===== src/hdl/priority_class_wrr_queue_macros.svh =====
// Assertion macros used by the priority class queue top level.
`ifndef PRIORITY_CLASS_WRR_QUEUE_MACROS_SVH
`define PRIORITY_CLASS_WRR_QUEUE_MACROS_SVH

// Checks that a property holds at every clock edge outside reset.
`define PCWQ_ASSERT(lbl, prop, msg) \
  lbl: assert property (@(posedge clk_i) disable iff (!rst_ni) (prop)) else $error(msg);

// Checks that a consequence holds in the cycle after a trigger.
`define PCWQ_ASSERT_NEXT(lbl, trig, cons, msg) \
  lbl: assert property (@(posedge clk_i) disable iff (!rst_ni) (trig) |=> (cons)) \
    else $error(msg);

`endif


===== src/hdl/pcwq_pkg.sv =====
// Shared constants, types and codes of the priority class queue.
`timescale 1ns / 1ps
package pcwq_pkg;

  localparam int NUM_CLASSES = 4;
  localparam int QUEUE_DEPTH = 16;
  localparam int ID_BITS     = 16;

  localparam int ID_W        = 16;
  localparam int REQ_CLASS_W = 5;
  localparam int OUT_CLASS_W = 4;
  localparam int STATUS_W    = 2;

  localparam int STORE_W = (ID_BITS < ID_W) ? ID_BITS : ID_W;
  localparam int CLS_W   = (NUM_CLASSES > 1) ? $clog2(NUM_CLASSES) : 1;
  localparam int PTR_W   = (QUEUE_DEPTH > 1) ? $clog2(QUEUE_DEPTH) : 1;
  localparam int FILL_W  = $clog2(QUEUE_DEPTH + 1);
  localparam int GNT_W   = $clog2(NUM_CLASSES + 1);
  localparam int RAM_DEPTH = NUM_CLASSES << PTR_W;

  // Stream widths; the data widths are padded to whole bytes.
  localparam int IN_DATA_W  = 32;
  localparam int IN_USER_W  = 1;
  localparam int OUT_DATA_W = 24;
  localparam int OUT_USER_W = STATUS_W;

  localparam logic FUNC_PUSH = 1'b0;
  localparam logic FUNC_POP  = 1'b1;

  // Request code that selects the host default class.
  localparam logic signed [REQ_CLASS_W-1:0] CLASS_USE_HOST = -5'sd1;

  typedef enum logic [STATUS_W-1:0] {
    ST_PUSHED = 2'd0,
    ST_POPPED = 2'd1,
    ST_EMPTY  = 2'd2,
    ST_FULL   = 2'd3
  } status_e;

  typedef logic [CLS_W-1:0]  cls_t;
  typedef logic [PTR_W-1:0]  ptr_t;
  typedef logic [FILL_W-1:0] fill_t;

  // Result fields that wait for the queue RAM read data.
  typedef struct packed {
    status_e                status;
    logic [OUT_CLASS_W-1:0] cls;
  } rsp_meta_t;

endpackage


===== src/hdl/pcwq_ram.sv =====
// Generic synchronous RAM with one write port and one registered read port.
`timescale 1ns / 1ps
module pcwq_ram #(
  parameter int WIDTH = 16,
  parameter int DEPTH = 64
) (
  input  logic                     clk_i,
  input  logic                     we_i,
  input  logic [$clog2(DEPTH)-1:0] waddr_i,
  input  logic [WIDTH-1:0]         wdata_i,
  input  logic                     re_i,
  input  logic [$clog2(DEPTH)-1:0] raddr_i,
  output logic [WIDTH-1:0]         rdata_o
);

  logic [WIDTH-1:0] mem_q [DEPTH];
  logic [WIDTH-1:0] rdata_q;

  always_ff @(posedge clk_i) begin
    if (we_i) begin
      mem_q[waddr_i] <= wdata_i;
    end
    if (re_i) begin
      rdata_q <= mem_q[raddr_i];
    end
  end

  assign rdata_o = rdata_q;

endmodule


===== src/hdl/priority_class_wrr_queue.sv =====
// Top level of the weighted round robin scheduler over per-class ID queues.
`timescale 1ns / 1ps
// The block keeps one bounded FIFO of item IDs per priority class, all held in
// one RAM, and serves them by weighted round robin: class c may take up to c+1
// grants in a row before the turn passes on. A push (tuser 0) appends its ID
// to the queue of its class and answers with status pushed, or with status
// full and no change when that queue already holds its full depth. A pop
// (tuser 1) answers with the next scheduled ID and its class, or with status
// empty when every queue is empty. Each input transfer yields exactly one
// result transfer, in order. The block takes one item per cycle while the
// output is not stalled. The edge of the input transfer updates the
// pointers and reads or writes the RAM, and the edge on which stage one
// advances loads the RAM read data and the status into the output
// register. Queue pointers, fill counts and the round robin state live in
// flops and are updated in the cycle of the transfer, so a pop right behind
// a push already sees the new entry. A stalled output holds the result and
// the one item behind it, after which the input side is held off.
module priority_class_wrr_queue (
  input  logic                              clk_i,
  input  logic                              rst_ni,
  input  logic                              s_axis_tvalid,
  output logic                              s_axis_tready,
  // item_id [15:0], requested_class [20:16], has_host [21],
  // host_default_class [26:22], zero [31:27]
  input  logic [pcwq_pkg::IN_DATA_W-1:0]    s_axis_tdata,
  // func [0]
  input  logic [pcwq_pkg::IN_USER_W-1:0]    s_axis_tuser,
  output logic                              m_axis_tvalid,
  input  logic                              m_axis_tready,
  // out_id [15:0], out_class [19:16], zero [23:20]
  output logic [pcwq_pkg::OUT_DATA_W-1:0]   m_axis_tdata,
  // status [1:0]
  output logic [pcwq_pkg::OUT_USER_W-1:0]   m_axis_tuser
);

  import pcwq_pkg::*;

  `include "priority_class_wrr_queue_macros.svh"

  // Input fields.
  logic [ID_W-1:0]                in_id;
  logic signed [REQ_CLASS_W-1:0]  in_req_class;
  logic                           in_has_host;
  logic signed [REQ_CLASS_W-1:0]  in_host_class;
  logic                           in_func;

  assign in_id         = s_axis_tdata[15:0];
  assign in_req_class  = s_axis_tdata[20:16];
  assign in_has_host   = s_axis_tdata[21];
  assign in_host_class = s_axis_tdata[26:22];
  assign in_func       = s_axis_tuser[0];

  // Queue bookkeeping and round robin state.
  ptr_t              head_q [NUM_CLASSES];
  ptr_t              tail_q [NUM_CLASSES];
  fill_t             fill_q [NUM_CLASSES];
  cls_t              cur_q;
  logic [GNT_W-1:0]  grants_q;

  // Pipeline control: stage one waits for RAM data, the output stage holds
  // the result until the sink takes it.
  logic       s1_valid_q;
  rsp_meta_t  s1_meta_q;
  logic       out_valid_q;
  logic [ID_W-1:0]        out_id_q;
  logic [OUT_CLASS_W-1:0] out_class_q;
  status_e                out_status_q;

  logic s1_adv;
  logic in_acc;

  assign s1_adv        = !out_valid_q || m_axis_tready;
  assign s_axis_tready = !s1_valid_q || s1_adv;
  assign in_acc        = s_axis_tvalid && s_axis_tready;

  // Push class: take the host default for a request of -1 when a host is
  // present, then clamp into the range of implemented classes.
  logic signed [REQ_CLASS_W-1:0] eff_class;
  cls_t                          push_cls;

  always_comb begin
    eff_class = in_req_class;
    if (in_req_class == CLASS_USE_HOST && in_has_host) begin
      eff_class = in_host_class;
    end
    if (eff_class[REQ_CLASS_W-1]) begin
      push_cls = '0;
    end else if (eff_class[REQ_CLASS_W-2:0] > (REQ_CLASS_W-1)'(NUM_CLASSES - 1)) begin
      push_cls = CLS_W'(NUM_CLASSES - 1);
    end else begin
      push_cls = CLS_W'(eff_class[REQ_CLASS_W-2:0]);
    end
  end

  logic push_full;
  assign push_full = (fill_q[push_cls] == FILL_W'(QUEUE_DEPTH));

  // Pop scheduling. The current class is served while it has entries and
  // has not used up its grants. Otherwise the search rotates through the
  // following classes and ends on the current class itself.
  logic [NUM_CLASSES-1:0] nonempty;
  logic                   serve_cur;
  logic                   srch_hit;
  cls_t                   srch_cls;
  logic [CLS_W:0]         srch_idx;
  cls_t                   pop_cls;
  logic                   pop_hit;

  always_comb begin
    for (int c = 0; c < NUM_CLASSES; c++) begin
      nonempty[c] = (fill_q[c] != '0);
    end
    serve_cur = (grants_q <= GNT_W'(cur_q)) && nonempty[cur_q];
    srch_hit  = 1'b0;
    srch_cls  = cur_q;
    srch_idx  = '0;
    // Walk from the farthest class back so the nearest nonempty class wins.
    for (int k = NUM_CLASSES; k >= 1; k--) begin
      srch_idx = {1'b0, cur_q} + (CLS_W+1)'(k);
      if (srch_idx >= (CLS_W+1)'(NUM_CLASSES)) begin
        srch_idx = srch_idx - (CLS_W+1)'(NUM_CLASSES);
      end
      if (nonempty[srch_idx[CLS_W-1:0]]) begin
        srch_hit = 1'b1;
        srch_cls = srch_idx[CLS_W-1:0];
      end
    end
    pop_cls = serve_cur ? cur_q : srch_cls;
    pop_hit = serve_cur || srch_hit;
  end

  // Queue RAM: entry address is the class followed by the slot pointer.
  logic                    ram_we;
  logic                    ram_re;
  logic [CLS_W+PTR_W-1:0]  ram_waddr;
  logic [CLS_W+PTR_W-1:0]  ram_raddr;
  logic [STORE_W-1:0]      ram_wdata;
  logic [STORE_W-1:0]      ram_rdata;

  assign ram_we    = in_acc && (in_func == FUNC_PUSH) && !push_full;
  assign ram_re    = in_acc && (in_func == FUNC_POP) && pop_hit;
  assign ram_waddr = {push_cls, tail_q[push_cls]};
  assign ram_raddr = {pop_cls, head_q[pop_cls]};
  assign ram_wdata = STORE_W'(in_id);

  pcwq_ram #(
    .WIDTH (STORE_W),
    .DEPTH (RAM_DEPTH)
  ) u_queue_ram (
    .clk_i   (clk_i),
    .we_i    (ram_we),
    .waddr_i (ram_waddr),
    .wdata_i (ram_wdata),
    .re_i    (ram_re),
    .raddr_i (ram_raddr),
    .rdata_o (ram_rdata)
  );

  function automatic ptr_t wrap_next(input ptr_t p);
    return (p == PTR_W'(QUEUE_DEPTH - 1)) ? '0 : p + PTR_W'(1);
  endfunction

  // Result fields known in the transfer cycle.
  rsp_meta_t s1_meta_d;

  always_comb begin
    if (in_func == FUNC_PUSH) begin
      s1_meta_d.status = push_full ? ST_FULL : ST_PUSHED;
      s1_meta_d.cls    = OUT_CLASS_W'(push_cls);
    end else if (pop_hit) begin
      s1_meta_d.status = ST_POPPED;
      s1_meta_d.cls    = OUT_CLASS_W'(pop_cls);
    end else begin
      s1_meta_d.status = ST_EMPTY;
      s1_meta_d.cls    = '0;
    end
  end

  // Bookkeeping update, one queue touched per transfer.
  always_ff @(posedge clk_i or negedge rst_ni) begin
    if (!rst_ni) begin
      for (int c = 0; c < NUM_CLASSES; c++) begin
        head_q[c] <= '0;
        tail_q[c] <= '0;
        fill_q[c] <= '0;
      end
      cur_q    <= '0;
      grants_q <= '0;
    end else if (in_acc) begin
      if (in_func == FUNC_PUSH) begin
        if (!push_full) begin
          tail_q[push_cls] <= wrap_next(tail_q[push_cls]);
          fill_q[push_cls] <= fill_q[push_cls] + FILL_W'(1);
        end
      end else if (serve_cur) begin
        head_q[cur_q] <= wrap_next(head_q[cur_q]);
        fill_q[cur_q] <= fill_q[cur_q] - FILL_W'(1);
        grants_q      <= grants_q + GNT_W'(1);
      end else if (srch_hit) begin
        head_q[srch_cls] <= wrap_next(head_q[srch_cls]);
        fill_q[srch_cls] <= fill_q[srch_cls] - FILL_W'(1);
        cur_q            <= srch_cls;
        grants_q         <= GNT_W'(1);
      end else begin
        // All queues empty: the turn goes all the way round and restarts.
        grants_q <= '0;
      end
    end
  end

  // Pipeline valid flags.
  always_ff @(posedge clk_i or negedge rst_ni) begin
    if (!rst_ni) begin
      s1_valid_q  <= 1'b0;
      out_valid_q <= 1'b0;
    end else begin
      if (s_axis_tready) begin
        s1_valid_q <= in_acc;
      end
      if (s1_adv) begin
        out_valid_q <= s1_valid_q;
      end
    end
  end

  // Payload registers.
  always_ff @(posedge clk_i) begin
    if (in_acc) begin
      s1_meta_q <= s1_meta_d;
    end
    if (s1_adv && s1_valid_q) begin
      out_id_q     <= (s1_meta_q.status == ST_POPPED) ? ID_W'(ram_rdata) : '0;
      out_class_q  <= s1_meta_q.cls;
      out_status_q <= s1_meta_q.status;
    end
  end

  assign m_axis_tvalid = out_valid_q;
  assign m_axis_tdata  = {(OUT_DATA_W - ID_W - OUT_CLASS_W)'(0), out_class_q, out_id_q};
  assign m_axis_tuser  = out_status_q;

  // Checks.
  `PCWQ_ASSERT(a_grants_bound, grants_q <= GNT_W'(cur_q) + GNT_W'(1),
               "grant count exceeds the weight of the current class")
  `PCWQ_ASSERT(a_cur_range, cur_q <= CLS_W'(NUM_CLASSES - 1),
               "current class out of range")
  `PCWQ_ASSERT_NEXT(a_rdata_hold, s1_valid_q && !s1_adv, $stable(ram_rdata),
                    "RAM read data changed under a stalled result")
  `PCWQ_ASSERT_NEXT(a_push_count, ram_we,
                    fill_q[$past(push_cls)] == $past(fill_q[push_cls]) + FILL_W'(1),
                    "accepted push did not raise the fill count")
  `PCWQ_ASSERT(a_read_nonempty, !ram_re || nonempty[pop_cls],
               "pop reads an empty queue")

endmodule

===== config.mk =====
export PLATFORM = sky130hd
export DESIGN_NAME = priority_class_wrr_queue
export DESIGN_NICKNAME = d
export VERILOG_FILES = /design/src/hdl/pcwq_pkg.sv /design/src/hdl/pcwq_ram.sv /design/src/hdl/priority_class_wrr_queue.sv
export VERILOG_INCLUDE_DIRS = /design/src /design/src/hdl
export SDC_FILE = /design/constraint.sdc
export NUM_CORES = 1
export LEC_CHECK = 0
export BUFFER_PORTS_ARGS = -buffer_cell sky130_fd_sc_hd__buf_4
export CORE_MARGIN = 5
export CORE_UTILIZATION = 46
export DETAILED_ROUTE_END_ITERATION = 8
export SLEW_MARGIN = 10
export SYNTH_ARGS = -nofsm -noshare
export SYNTH_HDL_FRONTEND = slang
export SYNTH_SLANG_ARGS = --single-unit
export TNS_END_PERCENT = 10

===== constraint.sdc =====
create_clock -name clk_i -period 4.2 [get_ports clk_i]
set_input_delay 0.84 -clock clk_i [delete_from_list [all_inputs] [get_ports clk_i]]
set_output_delay 0.84 -clock clk_i [all_outputs]
set_load 0.01 [all_outputs]

==> flow_summary.json, run 1 <==
{
  "postRouteWirelength_um": 139600,
  "postSynthAreaPerCell_um2": 13.59,
  "crit_path_end_kind": "register",
  "post_route_cells_drive_above_1_share_pct": 26.18,
  "worstPathArrival_ps": 4880,
  "worst_setup_slack_after_layout_ps": -207.5,
  "fraction_of_the_cycle_the_final_worst_path_needs_pct": 104.9,
  "synth_most_common_cell": "sky130_fd_sc_hd__edfxtp_1",
  "number_of_global_route_vias_before_repair": 30930,
  "cts_hold_repair.buffers": 0,
  "crit_fanout": 22,
  "start_util_pct": 46.26,
  "die_height_um": 329.6,
  "worst_skew_pair.late_latency_ps": 730,
  "total_number_of_h_tree_levels": 3,
  "crit_path_cell_trace": "buf_4 -> buf_6 -> nor2b_1 -> a22oi_2 -> a41oi_4 -> a22o_4 -> nand3_4 -> buf_12 -> nand2_8 -> buf_12 -> buf_4 -> buf_12 -> a211oi_1 -> a31oi_1 -> o22ai_1 -> nor4_1 -> buf_4 -> a211o_1",
  "violations": "setup timing",
  "synth_enable_flop_cells": 1064,
  "finalSetupViolCount": 16,
  "die_area_um2": 108700,
  "fin_crit_ps": 4407,
  "drcViolationCount": 0,
  "min_path_type": "primary input to asynchronous set/reset pin",
  "placed_area_um2": 53660,
  "floorplan.rows": 117,
  "crit_type": "register to register",
  "worst-endpoint-required_ps": 4670,
  "maximum_number_of_pins_on_one_net_before_global_route_repair": 65,
  "portBuffers": 53,
  "tritoncts_clock_tree": "built",
  "final_hold_viol_count": 0,
  "layout-area-overhead-vs-synth_pct": 24.54,
  "ys.flop_type": "sky130_fd_sc_hd__edfxtp_1",
  "synth.top_cells.by_area": "sky130_fd_sc_hd__edfxtp_1, sky130_fd_sc_hd__nand2_1, sky130_fd_sc_hd__a311oi_1",
  "skew_ps": 31.56,
  "synth.lib_cells_used.distinct": 88,
  "max_clock_freq_mhz": 226.9,
  "critPathLaunchType": "register",
  "worst_path_dominant_cell_family": "compound AO/OA/AOI/OAI gates",
  "global_route_wire_length_before_repair_um": 206200,
  "clk_pin_slew_ps": 60,
  "number_of_vias_per_cell_after_detailed_routing": 5.886,
  "global_route.usage.total_pct": 25.52,
  "detailroute.via_count": 31770,
  "grt.overflow.total": 0,
  "finalNetCount": 3987,
  "critical_path.max_stage_delay_ps": 450,
  "final_antenna_net_count": 0,
  "drt-pass1-iter-count": 6,
  "root_buffer_selected_by_cts": "sky130_fd_sc_hd__clkbuf_16",
  "dpl.hpwl_um": 88600,
  "finished_cell_area_um2": 58520,
  "yosysTopAreaCellShare_pct": 67.99,
  "yosys_warnings": 0,
  "synth_area_um2": 46990,
  "synth_largest_area_cell": "sky130_fd_sc_hd__edfxtp_1",
  "clock_tree.buffer_depth": 3,
  "asyncSetResetFlopFracSynth_pct": 5.254,
  "seq_area_frac_synth_pct": 71.13,
  "syn-instance-count": 3459,
  "grt_setup_unrepaired": "true",
  "antenna_found_initial": 4,
  "slew_violations": 0,
  "num_antenna_cells": 0,
  "io_pins": 65,
  "cp.buffers_inverters": 7,
  "final_util_pct": 57.61,
  "outcome": "finished with violations",
  "place_congestion": 0.8821,
  "numCtsBuffers": 114,
  "chipWidth_um": 329.6,
  "drt_iter0_markers": 3446,
  "cap_viol_max_count": 0,
  "core_um2": 101600,
  "numClockSinks": 1123,
  "synth_top_cells_by_count": "sky130_fd_sc_hd__edfxtp_1, sky130_fd_sc_hd__nand2_1, sky130_fd_sc_hd__and3_1",
  "timing.critical_path.slowest_stage_cell": "sky130_fd_sc_hd__a22oi_2",
  "slew_headroom_pct": 29.05,
  "avgRoutedWirePerCell_um": 25.86,
  "ys_seq_elements": 1123,
  "tightestPinTransition_ps": 1064
}
-- cells by family (layout without fill, tap and decap cells) --
| kind of cell | count (synthesis) | count (layout) | synth area share, % |
|---|---|---|---|
| and+or+nand+nor | 1349 | 1349 | 13.19 |
| DFF | 1123 | 1123 | 71.13 |
| AOI/OAI and AO/OA | 588 | 588 | 9.572 |
| buffers and inverters | 265 | 831 | 2.724 |
| muxes | 104 | 104 | 2.710 |
| xor gates and xnor gates | 15 | 15 | 0.2955 |
| adders and majority gates | 14 | 14 | 0.3728 |
| other | 1 | 6 | 0.007980 |
-- area by class of cell --
class	instances	area, µm²
clock buffer	142	2968
clock inverter	68	570.5
fill	8062	43070
inverter	17	63.81
multi-input combinational	2076	13740
sequential	1123	33430
tap	1368	1712
timing repair buffer	604	6041
-- worst register-to-register path, stage by stage, from the launching register on --
cell                       delay (ps)
sky130_fd_sc_hd__dfrtp_1          380
sky130_fd_sc_hd__buf_4            180
sky130_fd_sc_hd__buf_6            160
sky130_fd_sc_hd__nor2b_1          180
sky130_fd_sc_hd__a22oi_2          450
sky130_fd_sc_hd__a41oi_4          280
sky130_fd_sc_hd__a22o_4           330
sky130_fd_sc_hd__nand3_4          200
sky130_fd_sc_hd__buf_12           160
sky130_fd_sc_hd__nand2_8           80
sky130_fd_sc_hd__buf_12           150
sky130_fd_sc_hd__buf_4            180
sky130_fd_sc_hd__buf_12           170
sky130_fd_sc_hd__a211oi_1         250
sky130_fd_sc_hd__a31oi_1          110
sky130_fd_sc_hd__o22ai_1          330
sky130_fd_sc_hd__nor4_1           120
sky130_fd_sc_hd__buf_4            170
sky130_fd_sc_hd__a211o_1          270
-- what timing repair did --
item / in CTS / in global routing
endpoints found under the setup margin: 18 / 21
cloned: 2 / 1
pin swaps: 50 / 12
buffers inserted: 23 / 8
resized for setup: 146 / 34
-- per-stage QoR --
step	setup WS (ps)	hold WS [ps]	cells	TNS (ps)
after global placement	-704.4	417.2	5155	-386310
after global routing	-317.9	273.7	5398	-4533
after detailed placement	-727.5	416.5	5155	-384570
final	-207.5	206.5	5398	-2595
after CTS	-143.8	225.7	5389	-1750
after floorplan	-17.28	400.3	3464	-2299
-- routing by layer --
layer | track usage (%) | share of wire [%] | up-vias
met5 | 0 | 0 | -
met3 | 4.315 | 8.3 | 209
li1 | - | - | 14250
met2 | 39.64 | 46 | 1283
met1 | 37.62 | 43 | 16030
met4 | 7.182 | 2.6 | 0
-- sequential cells by signal, indices dropped and copies added (netlist names) --
signal	cells
tail_q	16
out_id_q	16
u_queue_ram.mem_q	1024
cur_q	2
m_axis_tuser	2
grants_q	3
u_queue_ram.rdata_o	16
s1_valid_q	1
fill_q	20
m_axis_tvalid	1
out_class_q	2
s1_meta_q	4
head_q	16
-- worst paths after layout --
| path | to | startpoint | slack, ps | cells past startpoint |
|---|---|---|---|---|
| worst min-delay path | fill_q[9]$_DFFE_PN0P_ | rst_ni | 210 | 1 |
| worst max-delay path | u_queue_ram.rdata_o[3]$_DFFE_PP_ | cur_q[1]$_DFFE_PN0P_ | -210 | 18 |
| worst min register to register | out_class_q[0]$_DFFE_PP_ | s1_meta_q[0]$_DFFE_PP_ | 430 | 0 |
| min in group clk_i | s1_valid_q$_DFFE_PN0N_ | s_axis_tvalid | 330 | 2 |
| worst max register to register | u_queue_ram.rdata_o[3]$_DFFE_PP_ | cur_q[1]$_DFFE_PN0P_ | -210 | 18 |
| max in group asynchronous | tail_q[1]$_DFFE_PN0P_ | rst_ni | 3410 | 1 |
-- cells in the final DEF (no fill, tap or decap), types with 41 or more instances in the layout --
cell type | netlist | final
sky130_fd_sc_hd__a311oi_1 | 172 | 156
sky130_fd_sc_hd__a21oi_1 | 50 | 49
sky130_fd_sc_hd__buf_4 | 33 | 472
sky130_fd_sc_hd__nand2_1 | 776 | 770
sky130_fd_sc_hd__clkbuf_16 | 0 | 115
sky130_fd_sc_hd__edfxtp_1 | 1064 | 1064
sky130_fd_sc_hd__buf_12 | 0 | 106
sky130_fd_sc_hd__nand3_1 | 87 | 86
sky130_fd_sc_hd__o21ai_0 | 43 | 41
sky130_fd_sc_hd__a211oi_1 | 147 | 116
sky130_fd_sc_hd__dfrtp_1 | 59 | 59
sky130_fd_sc_hd__nor2_4 | 0 | 58
sky130_fd_sc_hd__and3_1 | 204 | 204
sky130_fd_sc_hd__mux2i_1 | 53 | 48
Power of run 1 is left out: the tool's default activity adds up to more than one toggle a clock period on the data nets, which glitch-free logic cannot reach.
==> run 2: changes to the inputs <==
--- a/config.mk
+++ b/config.mk
@@ -9,7 +9,9 @@
 export BUFFER_PORTS_ARGS = -buffer_cell sky130_fd_sc_hd__buf_4
 export CORE_MARGIN = 5
 export CORE_UTILIZATION = 46
+export CTS_CLUSTER_SIZE = 30
 export DETAILED_ROUTE_END_ITERATION = 8
+export PLACE_DENSITY = 0.63
 export SLEW_MARGIN = 10
 export SYNTH_ARGS = -nofsm -noshare
 export SYNTH_HDL_FRONTEND = slang
==> run 2 against run 1 <==
Effect of this change:
- global-route usage shrank 2.1 points
- design area grew 0.85%
- critical path depth unchanged
- fmax is 2.1% higher
- clock skew grew 2.6 ps
- critical path type unchanged
- sequential share of layout area down 0.48 points
- core utilization grew 0.49 points
- sequential cell count unchanged
- non-clock buffer count shrank 34
- largest cell class unchanged
- wire length decreased by 4.5%
- the flow still finishes with violations (setup timing)
- register-to-register slack better by 90 ps
==> flow_summary.json, run 2 (synthesis results as in run 1) <==
{
  "placed_area_um2": 53260,
  "fin_crit_ps": 4317,
  "finish.cell_count_without_fillers": 5371,
  "skew_ps": 34.11,
  "biggestRegsByFlops": "u_queue_ram.mem_q: 1024 flops, fill_q: 20 flops",
  "crit_fanout": 18,
  "maximum_number_of_pins_on_one_net_before_global_route_repair": 65,
  "drcViolationCount": 0,
  "portBuffers": 53,
  "largest-register": "u_queue_ram.mem_q",
  "numClockSinks": 1123,
  "start_util_pct": 46.26,
  "die_area_um2": 108700,
  "post_route_cells_drive_above_1_share_pct": 26.81,
  "finished_cell_area_um2": 59020,
  "r2r_slack_ps": -120,
  "io_pins": 65,
  "number_of_global_route_vias_before_repair": 30220,
  "critPathLaunchType": "register",
  "cap_viol_max_count": 0,
  "postRouteWirelength_um": 133300,
  "total_number_of_h_tree_levels": 3,
  "timing.critical_path.slowest_stage_cell": "sky130_fd_sc_hd__or4_4",
  "crit_path_cell_trace": "or4_4 -> nor2_4 -> a22oi_2 -> a41o_4 -> buf_6 -> o21ai_4 -> buf_4 -> nand2_2 -> o21bai_4 -> buf_12 -> buf_16 -> buf_6 -> a211oi_1 -> a311oi_2 -> nor4_4 -> buf_4 -> nor3_1 -> a211o_1",
  "global_route_wire_length_before_repair_um": 191500,
  "max_clock_freq_mhz": 231.6,
  "dpl.hpwl_um": 81520,
  "post-place-cells": 5104,
  "core_um2": 101600,
  "floorplan.rows": 117,
  "worst-endpoint-required_ps": 4770,
  "slew_headroom_pct": 26.34,
  "highest_count_cells_in_the_layout_ignoring_fill_and_taps": "sky130_fd_sc_hd__edfxtp_1, sky130_fd_sc_hd__nand2_1, sky130_fd_sc_hd__buf_4, sky130_fd_sc_hd__and3_1, sky130_fd_sc_hd__a311oi_1",
  "avgRoutedWirePerCell_um": 24.82,
  "tightestPinTransition_ps": 1105,
  "final_antenna_net_count": 0,
  "final_common_cell": "sky130_fd_sc_hd__edfxtp_1",
  "crit_path_end_kind": "register",
  "root_buffer_selected_by_cts": "sky130_fd_sc_hd__clkbuf_16",
  "chipWidth_um": 329.6,
  "antenna_found_initial": 8,
  "slew_violations": 0,
  "timing.reg2reg.worst_path_depth": 18,
  "clk_pin_slew_ps": 60,
  "grt_setup_unrepaired": "true",
  "crit_type": "register to register",
  "grt.overflow.total": 0,
  "number_of_vias_per_cell_after_detailed_routing": 5.902,
  "final_hold_viol_count": 0,
  "min_path_type": "primary input to asynchronous set/reset pin",
  "finalNetCount": 3953,
  "detailroute.via_count": 31700,
  "crit-reg2reg-launch": "fill_q[17]$_DFFE_PN0P_",
  "clock_tree.buffer_depth": 3,
  "critical_path.max_stage_delay_ps": 620,
  "numCtsBuffers": 113,
  "worst_setup_slack_after_layout_ps": -117.5,
  "violations": "setup timing",
  "global_route.usage.total_pct": 23.38,
  "die_height_um": 329.6,
  "place_congestion": 0.9163,
  "finalSetupViolCount": 16,
  "cts_hold_repair.buffers": 0,
  "tritoncts_clock_tree": "built",
  "drt_iter0_markers": 3567,
  "worstPathArrival_ps": 4890,
  "layout-area-overhead-vs-synth_pct": 25.59,
  "drt-pass1-iter-count": 6,
  "r2r_end": "u_queue_ram.rdata_o[9]$_DFFE_PP_",
  "worst_skew_pair.late_latency_ps": 710,
  "outcome": "finished with violations",
  "largest_reg_flops": 1024,
  "fraction_of_the_cycle_the_final_worst_path_needs_pct": 102.8
}
-- run 2: cell types whose count changed in the layout (fill, tap and decap cells not counted), moves of 5 or more --
cell | previous run | this run
sky130_fd_sc_hd__clkbuf_1 | 27 | 22
sky130_fd_sc_hd__a311oi_2 | 16 | 36
sky130_fd_sc_hd__buf_4 | 472 | 420
sky130_fd_sc_hd__clkbuf_16 | 115 | 129
sky130_fd_sc_hd__bufinv_16 | 6 | 12
sky130_fd_sc_hd__buf_6 | 18 | 23
sky130_fd_sc_hd__a311oi_1 | 156 | 132
-- run 2: critical path: cells and delay by family (launching register included) --
| family | cells | cell delay, ps |
|---|---|---|
| simple gates | 5 | 1210 |
| compound gates | 7 | 1510 |
| buf+inv | 6 | 1040 |
| flops | 1 | 400 |
-- run 2: timing repair --
item	in CTS	in global routing
endpoints found under the setup margin	16	20
pin swaps	21	57
setup buffers	12	29
endpoints found under the hold margin	0	0
gates resized for setup	77	169
cloned	1	14
-- run 2: layer usage --
metal  GRT usage [%]  vias up  wire length, µm
met4           7.201        0             3962
li1                -    14180                -
met1           32.81    16000            55280
met2           37.19     1316            63050
met5               0        -                0
met3           4.813      213            11000
-- run 2: final cells by class --
cell class | count | area, µm²
fill | 7904 | 42570
sequential | 1123 | 33430
multi-input combinational | 2077 | 14060
timing repair buffer | 570 | 6012
clock buffer | 140 | 3024
tap | 1368 | 1712
clock inverter | 72 | 714.4
inverter | 17 | 63.81
antenna | 4 | 10.01
-- run 2: per-stage QoR --
step | utilization, % | TNS (ps) | hold WS, ps | setup WS, ps
global route | 58.08 | -3597 | 267.4 | -237.4
finish | 58.09 | -1085 | 223.0 | -117.5
CTS | 56.63 | -76.44 | 219.0 | -22.51
global placement | 52.42 | -167870 | 445.5 | -363.8
detailed placement | 52.42 | -162750 | 452.5 | -365.5
floorplan | - | -2299 | 400.3 | -17.28
-- run 2: how the worst max path moves through the flow --
stage	cells past startpoint	from	endpoint
finish	18	fill_q[17]$_DFFE_PN0P_	u_queue_ram.rdata_o[9]$_DFFE_PP_
global route	15	fill_q[17]$_DFFE_PN0P_	u_queue_ram.rdata_o[0]$_DFFE_PP_
CTS	18	fill_q[15]$_DFFE_PN0P_	u_queue_ram.rdata_o[7]$_DFFE_PP_
detailed placement	18	s_axis_tdata[21]	u_queue_ram.mem_q[0][9]$_DFFE_PP_
global placement	16	fill_q[4]$_DFFE_PN0P_	u_queue_ram.rdata_o[3]$_DFFE_PP_
floorplan	18	s_axis_tdata[21]	u_queue_ram.mem_q[31][0]$_DFFE_PP_
Power of run 2 is left out for the same reason.
